==> src/rtl/cbps_pkg.sv <==
// Shared constants and types for the cubic Bezier point stepper.
package cbps_pkg;

    localparam int COORD_BITS = 16;            // width of a coordinate
    localparam int SEG_BITS   = 10;            // width of the segment count
    localparam int U_BITS     = 17;            // curve parameter, Q0.16 plus the value one
    localparam int DIV_STEPS  = U_BITS;        // one quotient bit per divider cycle
    localparam int CFG_BITS   = 32;            // widest configuration register
    localparam int CNT_BITS   = $clog2(DIV_STEPS);

    typedef enum logic [2:0] {
        CFG_START_X   = 3'd0,
        CFG_START_Y   = 3'd1,
        CFG_START_Z   = 3'd2,
        CFG_END_X     = 3'd3,
        CFG_END_Y     = 3'd4,
        CFG_END_Z     = 3'd5,
        CFG_LIFT_PAIR = 3'd6,
        CFG_SEG_COUNT = 3'd7
    } t_cfg_idx;

    typedef struct packed {
        logic                start;
        logic [SEG_BITS-1:0] num;
        logic [SEG_BITS-1:0] den;
    } t_div_req;

    typedef struct packed {
        logic              done;
        logic [U_BITS-1:0] quo;
    } t_div_rsp;

endpackage

==> src/rtl/cbps_div.sv <==
// Radix-2 restoring divider that forms floor(num * 2^16 / den), one bit a cycle.
module cbps_div (
    input  logic               i_clk,
    input  logic               i_rst_n,
    input  cbps_pkg::t_div_req i_req,
    output cbps_pkg::t_div_rsp o_rsp
);
    import cbps_pkg::*;

    logic                r_busy;
    logic                r_done;
    logic [CNT_BITS-1:0] r_cnt;
    logic [SEG_BITS-1:0] r_rem;
    logic [SEG_BITS-1:0] r_den;
    logic [U_BITS-1:0]   r_quo;

    logic [SEG_BITS:0]   n_trial;
    logic [SEG_BITS:0]   n_diff;
    logic                n_ge;

    // The first step weighs the numerator itself, since it may equal the divisor.
    always_comb begin
        n_trial = (r_cnt == '0) ? {1'b0, r_rem} : {r_rem, 1'b0};
        n_ge    = n_trial >= {1'b0, r_den};
        n_diff  = n_trial - {1'b0, r_den};
    end

    always_ff @(posedge i_clk) begin
        if (!i_rst_n) begin
            r_busy <= 1'b0;
            r_done <= 1'b0;
            r_cnt  <= '0;
        end else begin
            r_done <= 1'b0;
            if (i_req.start) begin
                r_busy <= 1'b1;
                r_cnt  <= '0;
            end else if (r_busy) begin
                if (r_cnt == CNT_BITS'(DIV_STEPS - 1)) begin
                    r_busy <= 1'b0;
                    r_done <= 1'b1;
                end
                r_cnt <= r_cnt + 1'b1;
            end
        end
    end

    always_ff @(posedge i_clk) begin
        if (i_req.start) begin
            r_rem <= i_req.num;
            r_den <= i_req.den;
            r_quo <= '0;
        end else if (r_busy) begin
            r_rem <= n_ge ? n_diff[SEG_BITS-1:0] : n_trial[SEG_BITS-1:0];
            r_quo <= {r_quo[U_BITS-2:0], n_ge};
        end
    end

    assign o_rsp.done = r_done;
    assign o_rsp.quo  = r_quo;

endmodule

==> src/rtl/cubic_bezier_point_stepper_core.sv <==
// Top level of the cubic Bezier point stepper: sequencer, shared multiplier and output register.
//
// Each accepted input word asks for the next point of a cubic Bezier lift curve
// whose control points come from the configuration registers. If restart is set
// the step counter is cleared first. One output word carries x, y, z (signed
// Q5.10, saturated) and at_end, which flags the point at t equal to one.
// The input channel is stalled while a word is being worked on. A word passes
// first through the bit-serial divider that forms t = step / segments, then
// through one 34 x 18 bit multiplier that forms the three products of t, the
// four Bernstein weights and the twelve weighted control point terms, and
// last through a step that rounds and saturates.
// The next word may be accepted in the cycle in which the result appears, so the
// block takes a new word only once it is through with the last one.
// If the receiver stalls, the finished result waits in the output register and
// the block stays busy on a completed word until that register is free.
// Reset is synchronous: it empties the output, clears the step counter and
// restores the configuration to its reset values. The user must write configuration
// only while the block is idle; the block itself does not enforce this.
module cubic_bezier_point_stepper_core (
    input  logic                           i_clk,
    input  logic                           i_rst_n,
    input  logic                           i_cfg_we,
    input  logic [2:0]                     i_cfg_index,
    input  logic [cbps_pkg::CFG_BITS-1:0]  i_cfg_data,
    input  logic                           i_in_valid,
    output logic                           o_in_stall,
    input  logic                           i_restart,
    output logic                           o_out_valid,
    input  logic                           i_out_stall,
    output logic signed [cbps_pkg::COORD_BITS-1:0] o_point_x,
    output logic signed [cbps_pkg::COORD_BITS-1:0] o_point_y,
    output logic signed [cbps_pkg::COORD_BITS-1:0] o_point_z,
    output logic                           o_at_end
);
    import cbps_pkg::*;

    localparam int P_BITS    = COORD_BITS + 1;          // control point with lift added
    localparam int W_BITS    = 25;                      // Q0.24 weight up to one
    localparam int SQ_BITS   = 2 * U_BITS - 1;          // u*u, v*v, u*v up to 2^32
    localparam int MA_BITS   = SQ_BITS + 1;             // signed multiplier operand A
    localparam int MB_BITS   = P_BITS + 1;              // signed multiplier operand B
    localparam int PR_BITS   = MA_BITS + MB_BITS;
    localparam int ACC_BITS  = 44;
    localparam int RND_BITS  = ACC_BITS - 24;
    localparam int OP_BITS   = 5;
    localparam int LAST_OP   = 18;                      // seven weight ops, twelve blend ops

    typedef enum logic [3:0] {
        S_IDLE = 4'b0001,
        S_DIV  = 4'b0010,
        S_MUL  = 4'b0100,
        S_FIN  = 4'b1000
    } t_state;

    typedef enum logic [2:0] {
        K_UU    = 3'd0,
        K_VV    = 3'd1,
        K_UV    = 3'd2,
        K_W0    = 3'd3,
        K_W1    = 3'd4,
        K_W2    = 3'd5,
        K_W3    = 3'd6,
        K_BLEND = 3'd7
    } t_kind;

    typedef struct packed {
        logic       valid;
        t_kind      kind;
        logic [1:0] axis;
        logic       first;
        logic       last;
    } t_tag;

    // Configuration.
    logic signed [COORD_BITS-1:0] r_start [3];
    logic signed [COORD_BITS-1:0] r_end   [3];
    logic [CFG_BITS-1:0]          r_lift;
    logic [SEG_BITS-1:0]          r_seg_cfg;

    // Control and working state.
    t_state                       r_state, n_state;
    logic [SEG_BITS-1:0]          r_step;
    logic                         r_at_end;
    logic [OP_BITS-1:0]           r_op;
    logic [1:0]                   r_axis;
    logic [1:0]                   r_j;
    logic [U_BITS-1:0]            r_u;
    logic [U_BITS-1:0]            r_v;
    logic [SQ_BITS-1:0]           r_uu, r_vv, r_uv;
    logic [W_BITS-1:0]            r_w [4];
    logic signed [PR_BITS-1:0]    r_prod;
    t_tag                         r_tag;
    logic signed [ACC_BITS-1:0]   r_acc;
    logic signed [ACC_BITS-1:0]   r_res [3];
    logic                         r_out_valid;
    logic signed [COORD_BITS-1:0] r_pt [3];

    logic                         n_accept;
    logic [SEG_BITS-1:0]          n_seg_eff;
    logic [SEG_BITS-1:0]          n_s;
    logic                         n_issue;
    t_tag                         n_tag;
    logic signed [MA_BITS-1:0]    n_ma;
    logic signed [MB_BITS-1:0]    n_mb;
    logic signed [P_BITS-1:0]     n_pa, n_pb, n_p;
    logic [PR_BITS-1:0]           n_prod3;
    logic signed [ACC_BITS-1:0]   n_sum;
    logic                         n_out_free;
    t_div_req                     n_div_req;
    t_div_rsp                     n_div_rsp;

    cbps_div u_div (
        .i_clk   (i_clk),
        .i_rst_n (i_rst_n),
        .i_req   (n_div_req),
        .o_rsp   (n_div_rsp)
    );

    assign n_accept   = i_in_valid && !o_in_stall;
    assign n_out_free = !r_out_valid || !i_out_stall;

    // A zero segment count behaves as one; the counter never runs past the count.
    always_comb begin
        n_seg_eff = (r_seg_cfg == '0) ? SEG_BITS'(1) : r_seg_cfg;
        if (i_restart)
            n_s = '0;
        else
            n_s = (r_step > n_seg_eff) ? n_seg_eff : r_step;
        n_div_req.start = n_accept;
        n_div_req.num   = n_s;
        n_div_req.den   = n_seg_eff;
    end

    always_comb begin
        n_state = r_state;
        unique case (r_state)
            S_IDLE: if (n_accept) n_state = S_DIV;
            S_DIV:  if (n_div_rsp.done) n_state = S_MUL;
            S_MUL:  if (r_op == OP_BITS'(LAST_OP + 1)) n_state = S_FIN;
            S_FIN:  if (n_out_free) n_state = S_IDLE;
            default: n_state = S_IDLE;
        endcase
    end

    // Control point of the current blend term, with the lifts applied to z only.
    always_comb begin
        n_pa = P_BITS'(r_start[r_axis == 2'd3 ? 2'd0 : r_axis]);
        n_pb = P_BITS'(r_end[r_axis == 2'd3 ? 2'd0 : r_axis]);
        unique case (r_j)
            2'd0: n_p = n_pa;
            2'd1: n_p = (r_axis == 2'd2)
                      ? n_pa + P_BITS'(signed'(r_lift[COORD_BITS-1:0])) : n_pa;
            2'd2: n_p = (r_axis == 2'd2)
                      ? n_pb + P_BITS'(signed'(r_lift[2*COORD_BITS-1:COORD_BITS])) : n_pb;
            default: n_p = n_pb;
        endcase
    end

    // Operand selection for the shared multiplier.
    always_comb begin
        n_issue     = (r_state == S_MUL) && (r_op <= OP_BITS'(LAST_OP));
        n_tag.valid = n_issue;
        n_tag.kind  = K_BLEND;
        n_tag.axis  = r_axis;
        n_tag.first = (r_j == 2'd0);
        n_tag.last  = (r_j == 2'd3);
        n_ma        = signed'({{(MA_BITS-W_BITS){1'b0}}, r_w[r_j]});
        n_mb        = MB_BITS'(n_p);
        unique case (r_op)
            OP_BITS'(0): begin
                n_tag.kind = K_UU;
                n_ma = signed'(MA_BITS'(r_u));
                n_mb = signed'(MB_BITS'(r_u));
            end
            OP_BITS'(1): begin
                n_tag.kind = K_VV;
                n_ma = signed'(MA_BITS'(r_v));
                n_mb = signed'(MB_BITS'(r_v));
            end
            OP_BITS'(2): begin
                n_tag.kind = K_UV;
                n_ma = signed'(MA_BITS'(r_u));
                n_mb = signed'(MB_BITS'(r_v));
            end
            OP_BITS'(3): begin
                n_tag.kind = K_W0;
                n_ma = signed'(MA_BITS'(r_vv));
                n_mb = signed'(MB_BITS'(r_v));
            end
            OP_BITS'(4): begin
                n_tag.kind = K_W1;
                n_ma = signed'(MA_BITS'(r_uv));
                n_mb = signed'(MB_BITS'(r_v));
            end
            OP_BITS'(5): begin
                n_tag.kind = K_W2;
                n_ma = signed'(MA_BITS'(r_uv));
                n_mb = signed'(MB_BITS'(r_u));
            end
            OP_BITS'(6): begin
                n_tag.kind = K_W3;
                n_ma = signed'(MA_BITS'(r_uu));
                n_mb = signed'(MB_BITS'(r_u));
            end
            default: ;
        endcase
    end

    // Three times the product, for the middle weights.
    assign n_prod3 = {3'b0, r_prod[47:0], 1'b0} + {4'b0, r_prod[47:0]};
    assign n_sum   = (r_tag.first ? ACC_BITS'(0) : r_acc) + r_prod[ACC_BITS-1:0];

    always_ff @(posedge i_clk) begin
        if (!i_rst_n) begin
            r_state     <= S_IDLE;
            r_step      <= '0;
            r_out_valid <= 1'b0;
            r_tag       <= '0;
            r_op        <= '0;
            r_axis      <= '0;
            r_j         <= '0;
            r_start[0]  <= '0;
            r_start[1]  <= '0;
            r_start[2]  <= '0;
            r_end[0]    <= '0;
            r_end[1]    <= '0;
            r_end[2]    <= '0;
            r_lift      <= '0;
            r_seg_cfg   <= SEG_BITS'(1);
        end else begin
            r_state <= n_state;
            r_tag   <= n_tag;

            if (i_cfg_we) begin
                unique case (t_cfg_idx'(i_cfg_index))
                    CFG_START_X:   r_start[0] <= i_cfg_data[COORD_BITS-1:0];
                    CFG_START_Y:   r_start[1] <= i_cfg_data[COORD_BITS-1:0];
                    CFG_START_Z:   r_start[2] <= i_cfg_data[COORD_BITS-1:0];
                    CFG_END_X:     r_end[0]   <= i_cfg_data[COORD_BITS-1:0];
                    CFG_END_Y:     r_end[1]   <= i_cfg_data[COORD_BITS-1:0];
                    CFG_END_Z:     r_end[2]   <= i_cfg_data[COORD_BITS-1:0];
                    CFG_LIFT_PAIR: r_lift     <= i_cfg_data;
                    CFG_SEG_COUNT: r_seg_cfg  <= i_cfg_data[SEG_BITS-1:0];
                    default: ;
                endcase
            end

            if (n_accept)
                r_step <= (n_s == n_seg_eff) ? n_seg_eff : n_s + 1'b1;

            if (r_state == S_DIV) begin
                r_op   <= '0;
                r_axis <= '0;
                r_j    <= '0;
            end else if (r_state == S_MUL) begin
                r_op <= r_op + 1'b1;
                if (r_op >= OP_BITS'(7) && r_op <= OP_BITS'(LAST_OP)) begin
                    r_j <= r_j + 1'b1;
                    if (r_j == 2'd3)
                        r_axis <= r_axis + 1'b1;
                end
            end

            if (r_state == S_FIN && n_out_free)
                r_out_valid <= 1'b1;
            else if (!i_out_stall)
                r_out_valid <= 1'b0;
        end
    end

    // Round half up by the weight scale, then clamp to the coordinate range.
    function automatic logic signed [COORD_BITS-1:0] round_sat(
        input logic signed [ACC_BITS-1:0] acc
    );
        logic signed [ACC_BITS-1:0] biased;
        logic signed [RND_BITS-1:0] q;
        biased = acc + ACC_BITS'(1 << 23);
        q      = biased[ACC_BITS-1:24];
        if (q > RND_BITS'((1 << (COORD_BITS - 1)) - 1))
            round_sat = {1'b0, {(COORD_BITS-1){1'b1}}};
        else if (q < -RND_BITS'(1 << (COORD_BITS - 1)))
            round_sat = {1'b1, {(COORD_BITS-1){1'b0}}};
        else
            round_sat = q[COORD_BITS-1:0];
    endfunction

    // Datapath registers.
    always_ff @(posedge i_clk) begin
        if (n_accept)
            r_at_end <= (n_s == n_seg_eff);
        if (r_state == S_DIV && n_div_rsp.done) begin
            r_u <= n_div_rsp.quo;
            r_v <= U_BITS'(1 << (U_BITS - 1)) - n_div_rsp.quo;
        end
        if (n_issue)
            r_prod <= n_ma * n_mb;
        if (r_tag.valid) begin
            unique case (r_tag.kind)
                K_UU:    r_uu   <= r_prod[SQ_BITS-1:0];
                K_VV:    r_vv   <= r_prod[SQ_BITS-1:0];
                K_UV:    r_uv   <= r_prod[SQ_BITS-1:0];
                K_W0:    r_w[0] <= r_prod[W_BITS+23:24];
                K_W1:    r_w[1] <= n_prod3[W_BITS+23:24];
                K_W2:    r_w[2] <= n_prod3[W_BITS+23:24];
                K_W3:    r_w[3] <= r_prod[W_BITS+23:24];
                K_BLEND: begin
                    if (r_tag.last)
                        r_res[r_tag.axis == 2'd3 ? 2'd0 : r_tag.axis] <= n_sum;
                    else
                        r_acc <= n_sum;
                end
                default: ;
            endcase
        end
        if (r_state == S_FIN && n_out_free) begin
            for (int a = 0; a < 3; a++)
                r_pt[a] <= round_sat(r_res[a]);
            o_at_end <= r_at_end;
        end
    end

    assign o_in_stall  = (r_state != S_IDLE);
    assign o_out_valid = r_out_valid;
    assign o_point_x   = r_pt[0];
    assign o_point_y   = r_pt[1];
    assign o_point_z   = r_pt[2];

endmodule

==> config.mk <==
export PLATFORM = sky130hd
export DESIGN_NAME = cubic_bezier_point_stepper_core
export DESIGN_NICKNAME = d
export VERILOG_FILES = /design/src/rtl/cbps_pkg.sv /design/src/rtl/cbps_div.sv /design/src/rtl/cubic_bezier_point_stepper_core.sv
export SDC_FILE = /design/constraint.sdc
export NUM_CORES = 2
export LEC_CHECK = 0
export BUFFER_PORTS_ARGS = -buffer_cell sky130_fd_sc_hd__buf_2
export CAP_MARGIN = 20
export CELL_PAD_IN_SITES_DETAIL_PLACEMENT = 0
export CELL_PAD_IN_SITES_GLOBAL_PLACEMENT = 2
export CORE_ASPECT_RATIO = 0.75
export CORE_MARGIN = 2
export CORE_UTILIZATION = 43
export CTS_BUF_LIST = sky130_fd_sc_hd__clkbuf_4 sky130_fd_sc_hd__clkbuf_8 sky130_fd_sc_hd__clkbuf_16
export CTS_CLUSTER_DIAMETER = 60
export CTS_CLUSTER_SIZE = 14
export DETAILED_ROUTE_END_ITERATION = 10
export GPL_TIMING_DRIVEN = 1
export PLACE_DENSITY = 0.88
export SLEW_MARGIN = 20
export SYNTH_ARGS = -nofsm -noshare
export SYNTH_HDL_FRONTEND = slang
export SYNTH_SLANG_ARGS = --single-unit
export TNS_END_PERCENT = 50
==> constraint.sdc <==
create_clock -name i_clk -period 12.45 [get_ports i_clk]
set_clock_uncertainty 0.15 [all_clocks]
set_input_delay 0.6225 -clock i_clk [delete_from_list [all_inputs] [get_ports i_clk]]
set_output_delay 0.6225 -clock i_clk [all_outputs]
set_load 0.01 [all_outputs]
==> metrics <==
DIE HEIGHT 303 µm; wirelength, routed 149000 µm; Die W 403 µm; max cap viols 0; Fin. Hold Viols 0; nets@finish 5834; clock latency on the worst-skew pair 0.66 ns; register area 18600 µm²; Routability Congestion 0.911; detailed placement HPWL 112000 µm; DRT iter0 DRCs 3606; CTS tree yes; Worst Hold Class input port to register; Clock Tree Root clkbuf_16; leakage power 23.6 nW; share of post-route cells with drive strength above 1 0.0786; max frequency 87.4 MHz; Sw Share 0.244; Top-Level Pins 92; Max clock buf depth 3; worst hold start i_cfg_data[23]; setup TNS 0 ns; Buffers on Ports 91; top cells by area, synth edfxtp_1 32%, fa_1 19%, ha_1 7.5%; RSZ-0062 raised after global routing no; syn_area_per_cell 10.4 µm²; CP max FO 19; worst vdd ir 110 µV; Seq pwr share 0.509; final max-slew violation count 0; Synth warnings 0; Core Box Area 118000 µm²; Net Count, Synth 5807; Hold Slack 0.0538 ns; first-pass GRT wire length 229000 µm; Comb pwr share 0.101; R2R Path Start r_axis[1]; # diodes 0; Post-synth ARST share 0; worst reg2reg endpoint r_prod[48]; final period utilization 0.919; commonest cells after routing, fill and taps aside 708 x inv_1, 707 x nand2_1, 554 x edfxtp_1, 500 x fa_1, 306 x ha_1; CTS sink count 654; Reg clk slew, reported paths 0.07 ns; slowest CP cell and2_1; Synth area leader edfxtp_1; Post-route DRC 0; area grow syn2layout 8.43%; via count 36600; global route overflow 0; Final setup viols 0; FF-to-FF setup slack 1.01 ns; WS Path Type register to register; worst slew pin tran 1.15 ns; Final ANT Viol Nets 0; H-tree depth 2; hold depth 3; Cell Int Power 3.64 mW; switching power 1.17 mW; CTS buffer count 60; share of the yosys chip area belonging to registers 0.363; Worst setup SP type register; Top FF cell, synth edfxtp_1; Synth top area share 0.324; Die Area 122000 µm²; CTS Hold Bufs 0; WHS Endpoint r_lift[23]; Initial DRT Pass Iterations 11; row count 109; number of synthesized flops with an enable pin 554; area taken by multi-input logic gates 29400 µm²; P per Cell Area 86.3 nW/µm²; Tot GR Track Use 0.247; Synth Instances 4958; most frequent cell on the critical path fa_1; Synth cell types 93; relative slew slack 0.234; max incr delay on CP 0.79 ns; post-cts resize count 0; r2r worst-path depth 32; most common cell after layout, fill and taps aside inv_1; antenna violations before repair 5; Critical Path AT 11.69 ns; Synth Cell Area 51400 µm²; Via-to-Cell Ratio 5.55; outcome finished, final reports clean; largest net degree at the start of global routing 57; Layout fillers 10900; clock power share 0.389; Post-CTS Setup Repair Bufs 0; Initial Utilization 0.435; WP data required 12.69 ns; number of global-route vias before repair 36800; crit path time final 11.44 ns; post-synthesis register bit count 654; Crit. End Element register; wire per inst 22.7 µm
how the worst max path moves through the flow:
stage                   start    endpoint
floorplan           r_axis[0]  r_prod[35]
global placement    r_axis[0]  r_prod[48]
detailed placement  r_axis[0]  r_prod[48]
CTS                 r_axis[1]  r_prod[48]
global route        r_axis[0]  r_prod[48]
finish              r_axis[1]  r_prod[48]
layout make-up:
cell class                 count  area share
clock inverter                21     0.00368
tap                         1554      0.0349
sequential                   654       0.335
multi-input combinational   3390       0.528
inverter                     710      0.0478
clock buffer                  92      0.0320
timing repair buffer         169      0.0191
kinds of logic (layout without fill, tap and decap cells):
logic type,count (synthesis),in the layout,synth area share
AOI/OAI and AO/OA,829,829,0.107
xor gates and xnor gates,211,211,0.0362
adders and majority gates,808,808,0.270
buffers and inverters,914,992,0.0683
DFF,654,654,0.363
muxes,107,107,0.0273
and+or+nand+nor,1435,1435,0.129
power by group through the flow:
| stage | combinational [mW] | clock [mW] | sequential (mW) |
|---|---|---|---|
| 3_3_place_gp | 0.480 | 0 | 2.49 |
| 5_1_grt | 0.546 | 1.98 | 2.45 |
| 6_report | 0.487 | 1.87 | 2.45 |
| 2_1_floorplan | 0.362 | 0 | 2.48 |
| 4_1_cts | 0.487 | 1.90 | 2.45 |
| 3_5_place_dp | 0.484 | 0 | 2.50 |
metal layers:
layer / GRT usage / vias to the layer above / part of all wire / wire length [µm]
met5: 0 / - / 0 / 0
met4: 0.0605 / 0 / 0.025 / 3680
met3: 0.0766 / 165 / 0.11 / 16400
met2: 0.348 / 1344 / 0.40 / 60000
met1: 0.368 / 18300 / 0.46 / 69500
li1: - / 16800 / - / -
worst max-delay path: cells and delay by family (launching register included):
| family | cells | cell delay (ns) |
|---|---|---|
| mux | 1 | 0.24 |
| simple gates | 4 | 1.19 |
| xor+xnor | 1 | 0.37 |
| flops | 1 | 0.34 |
| fa+ha+maj | 9 | 4.64 |
| compound gates | 13 | 3.58 |
| buf+inv | 4 | 0.62 |
sequential cells by signal, indices dropped and copies added (netlist names), 4 cells and up, named ones only:
signal and flops:
u_div.r_rem 10, r_w 100, r_start 48, r_pt 48, u_div.r_quo 17, r_step 10
r_seg_cfg 10, r_op 5, r_acc 44, r_res 63, r_vv 33, u_div.r_cnt 5
r_prod 49, r_tag 8, r_v 16, r_lift 32, r_u 17, r_state 4
r_uu 33, r_uv 33, r_end 48, u_div.r_den 10
synth_stat cells, types with 8 or more instances:
| cell | count |
|---|---|
| nand4_1 | 44 |
| and3_1 | 34 |
| or3_1 | 12 |
| o21ai_0 | 171 |
| o21ai_1 | 14 |
| fa_1 | 500 |
| a31o_2 | 11 |
| a211oi_1 | 27 |
| o211ai_1 | 11 |
| edfxtp_1 | 554 |
| a211o_1 | 12 |
| o21a_1 | 21 |
| a31oi_1 | 29 |
| a21o_1 | 84 |
| a22oi_1 | 25 |
| nor4_1 | 11 |
| inv_1 | 709 |
| o21bai_1 | 22 |
| a221o_1 | 10 |
| nor2b_1 | 57 |
| nand2_1 | 707 |
| nand3_1 | 72 |
| mux2i_1 | 66 |
| ha_1 | 308 |
| a222oi_1 | 40 |
| a221oi_1 | 11 |
| mux4_2 | 25 |
| xnor2_1 | 122 |
| o31ai_1 | 11 |
| clkbuf_1 | 153 |
| nor3_1 | 44 |
| nor3b_1 | 23 |
| buf_2 | 38 |
| or2_2 | 9 |
| and4_1 | 12 |
| a21oi_1 | 231 |
| a22o_1 | 11 |
| nor2_1 | 227 |
| o2111ai_1 | 8 |
| nand2b_1 | 28 |
| xor2_1 | 88 |
| dfxtp_1 | 100 |
| mux2_2 | 16 |
| and2_1 | 131 |
per-stage QoR:
stage               total power [mW]   util  std cells  instance area (µm²)  worst slack, ns
CTS                             4.83  0.471       6590                55700             1.13
global route                    4.98  0.471       6590                55700            0.190
finish                          4.81  0.471       6590                55700             1.01
detailed placement              2.98  0.454       6477                53700             1.15
floorplan                       2.85      -       4958                51400             2.88
global placement                2.97  0.454       6477                53700             1.33
No activity file was read; power rests on OpenSTA's default activity.
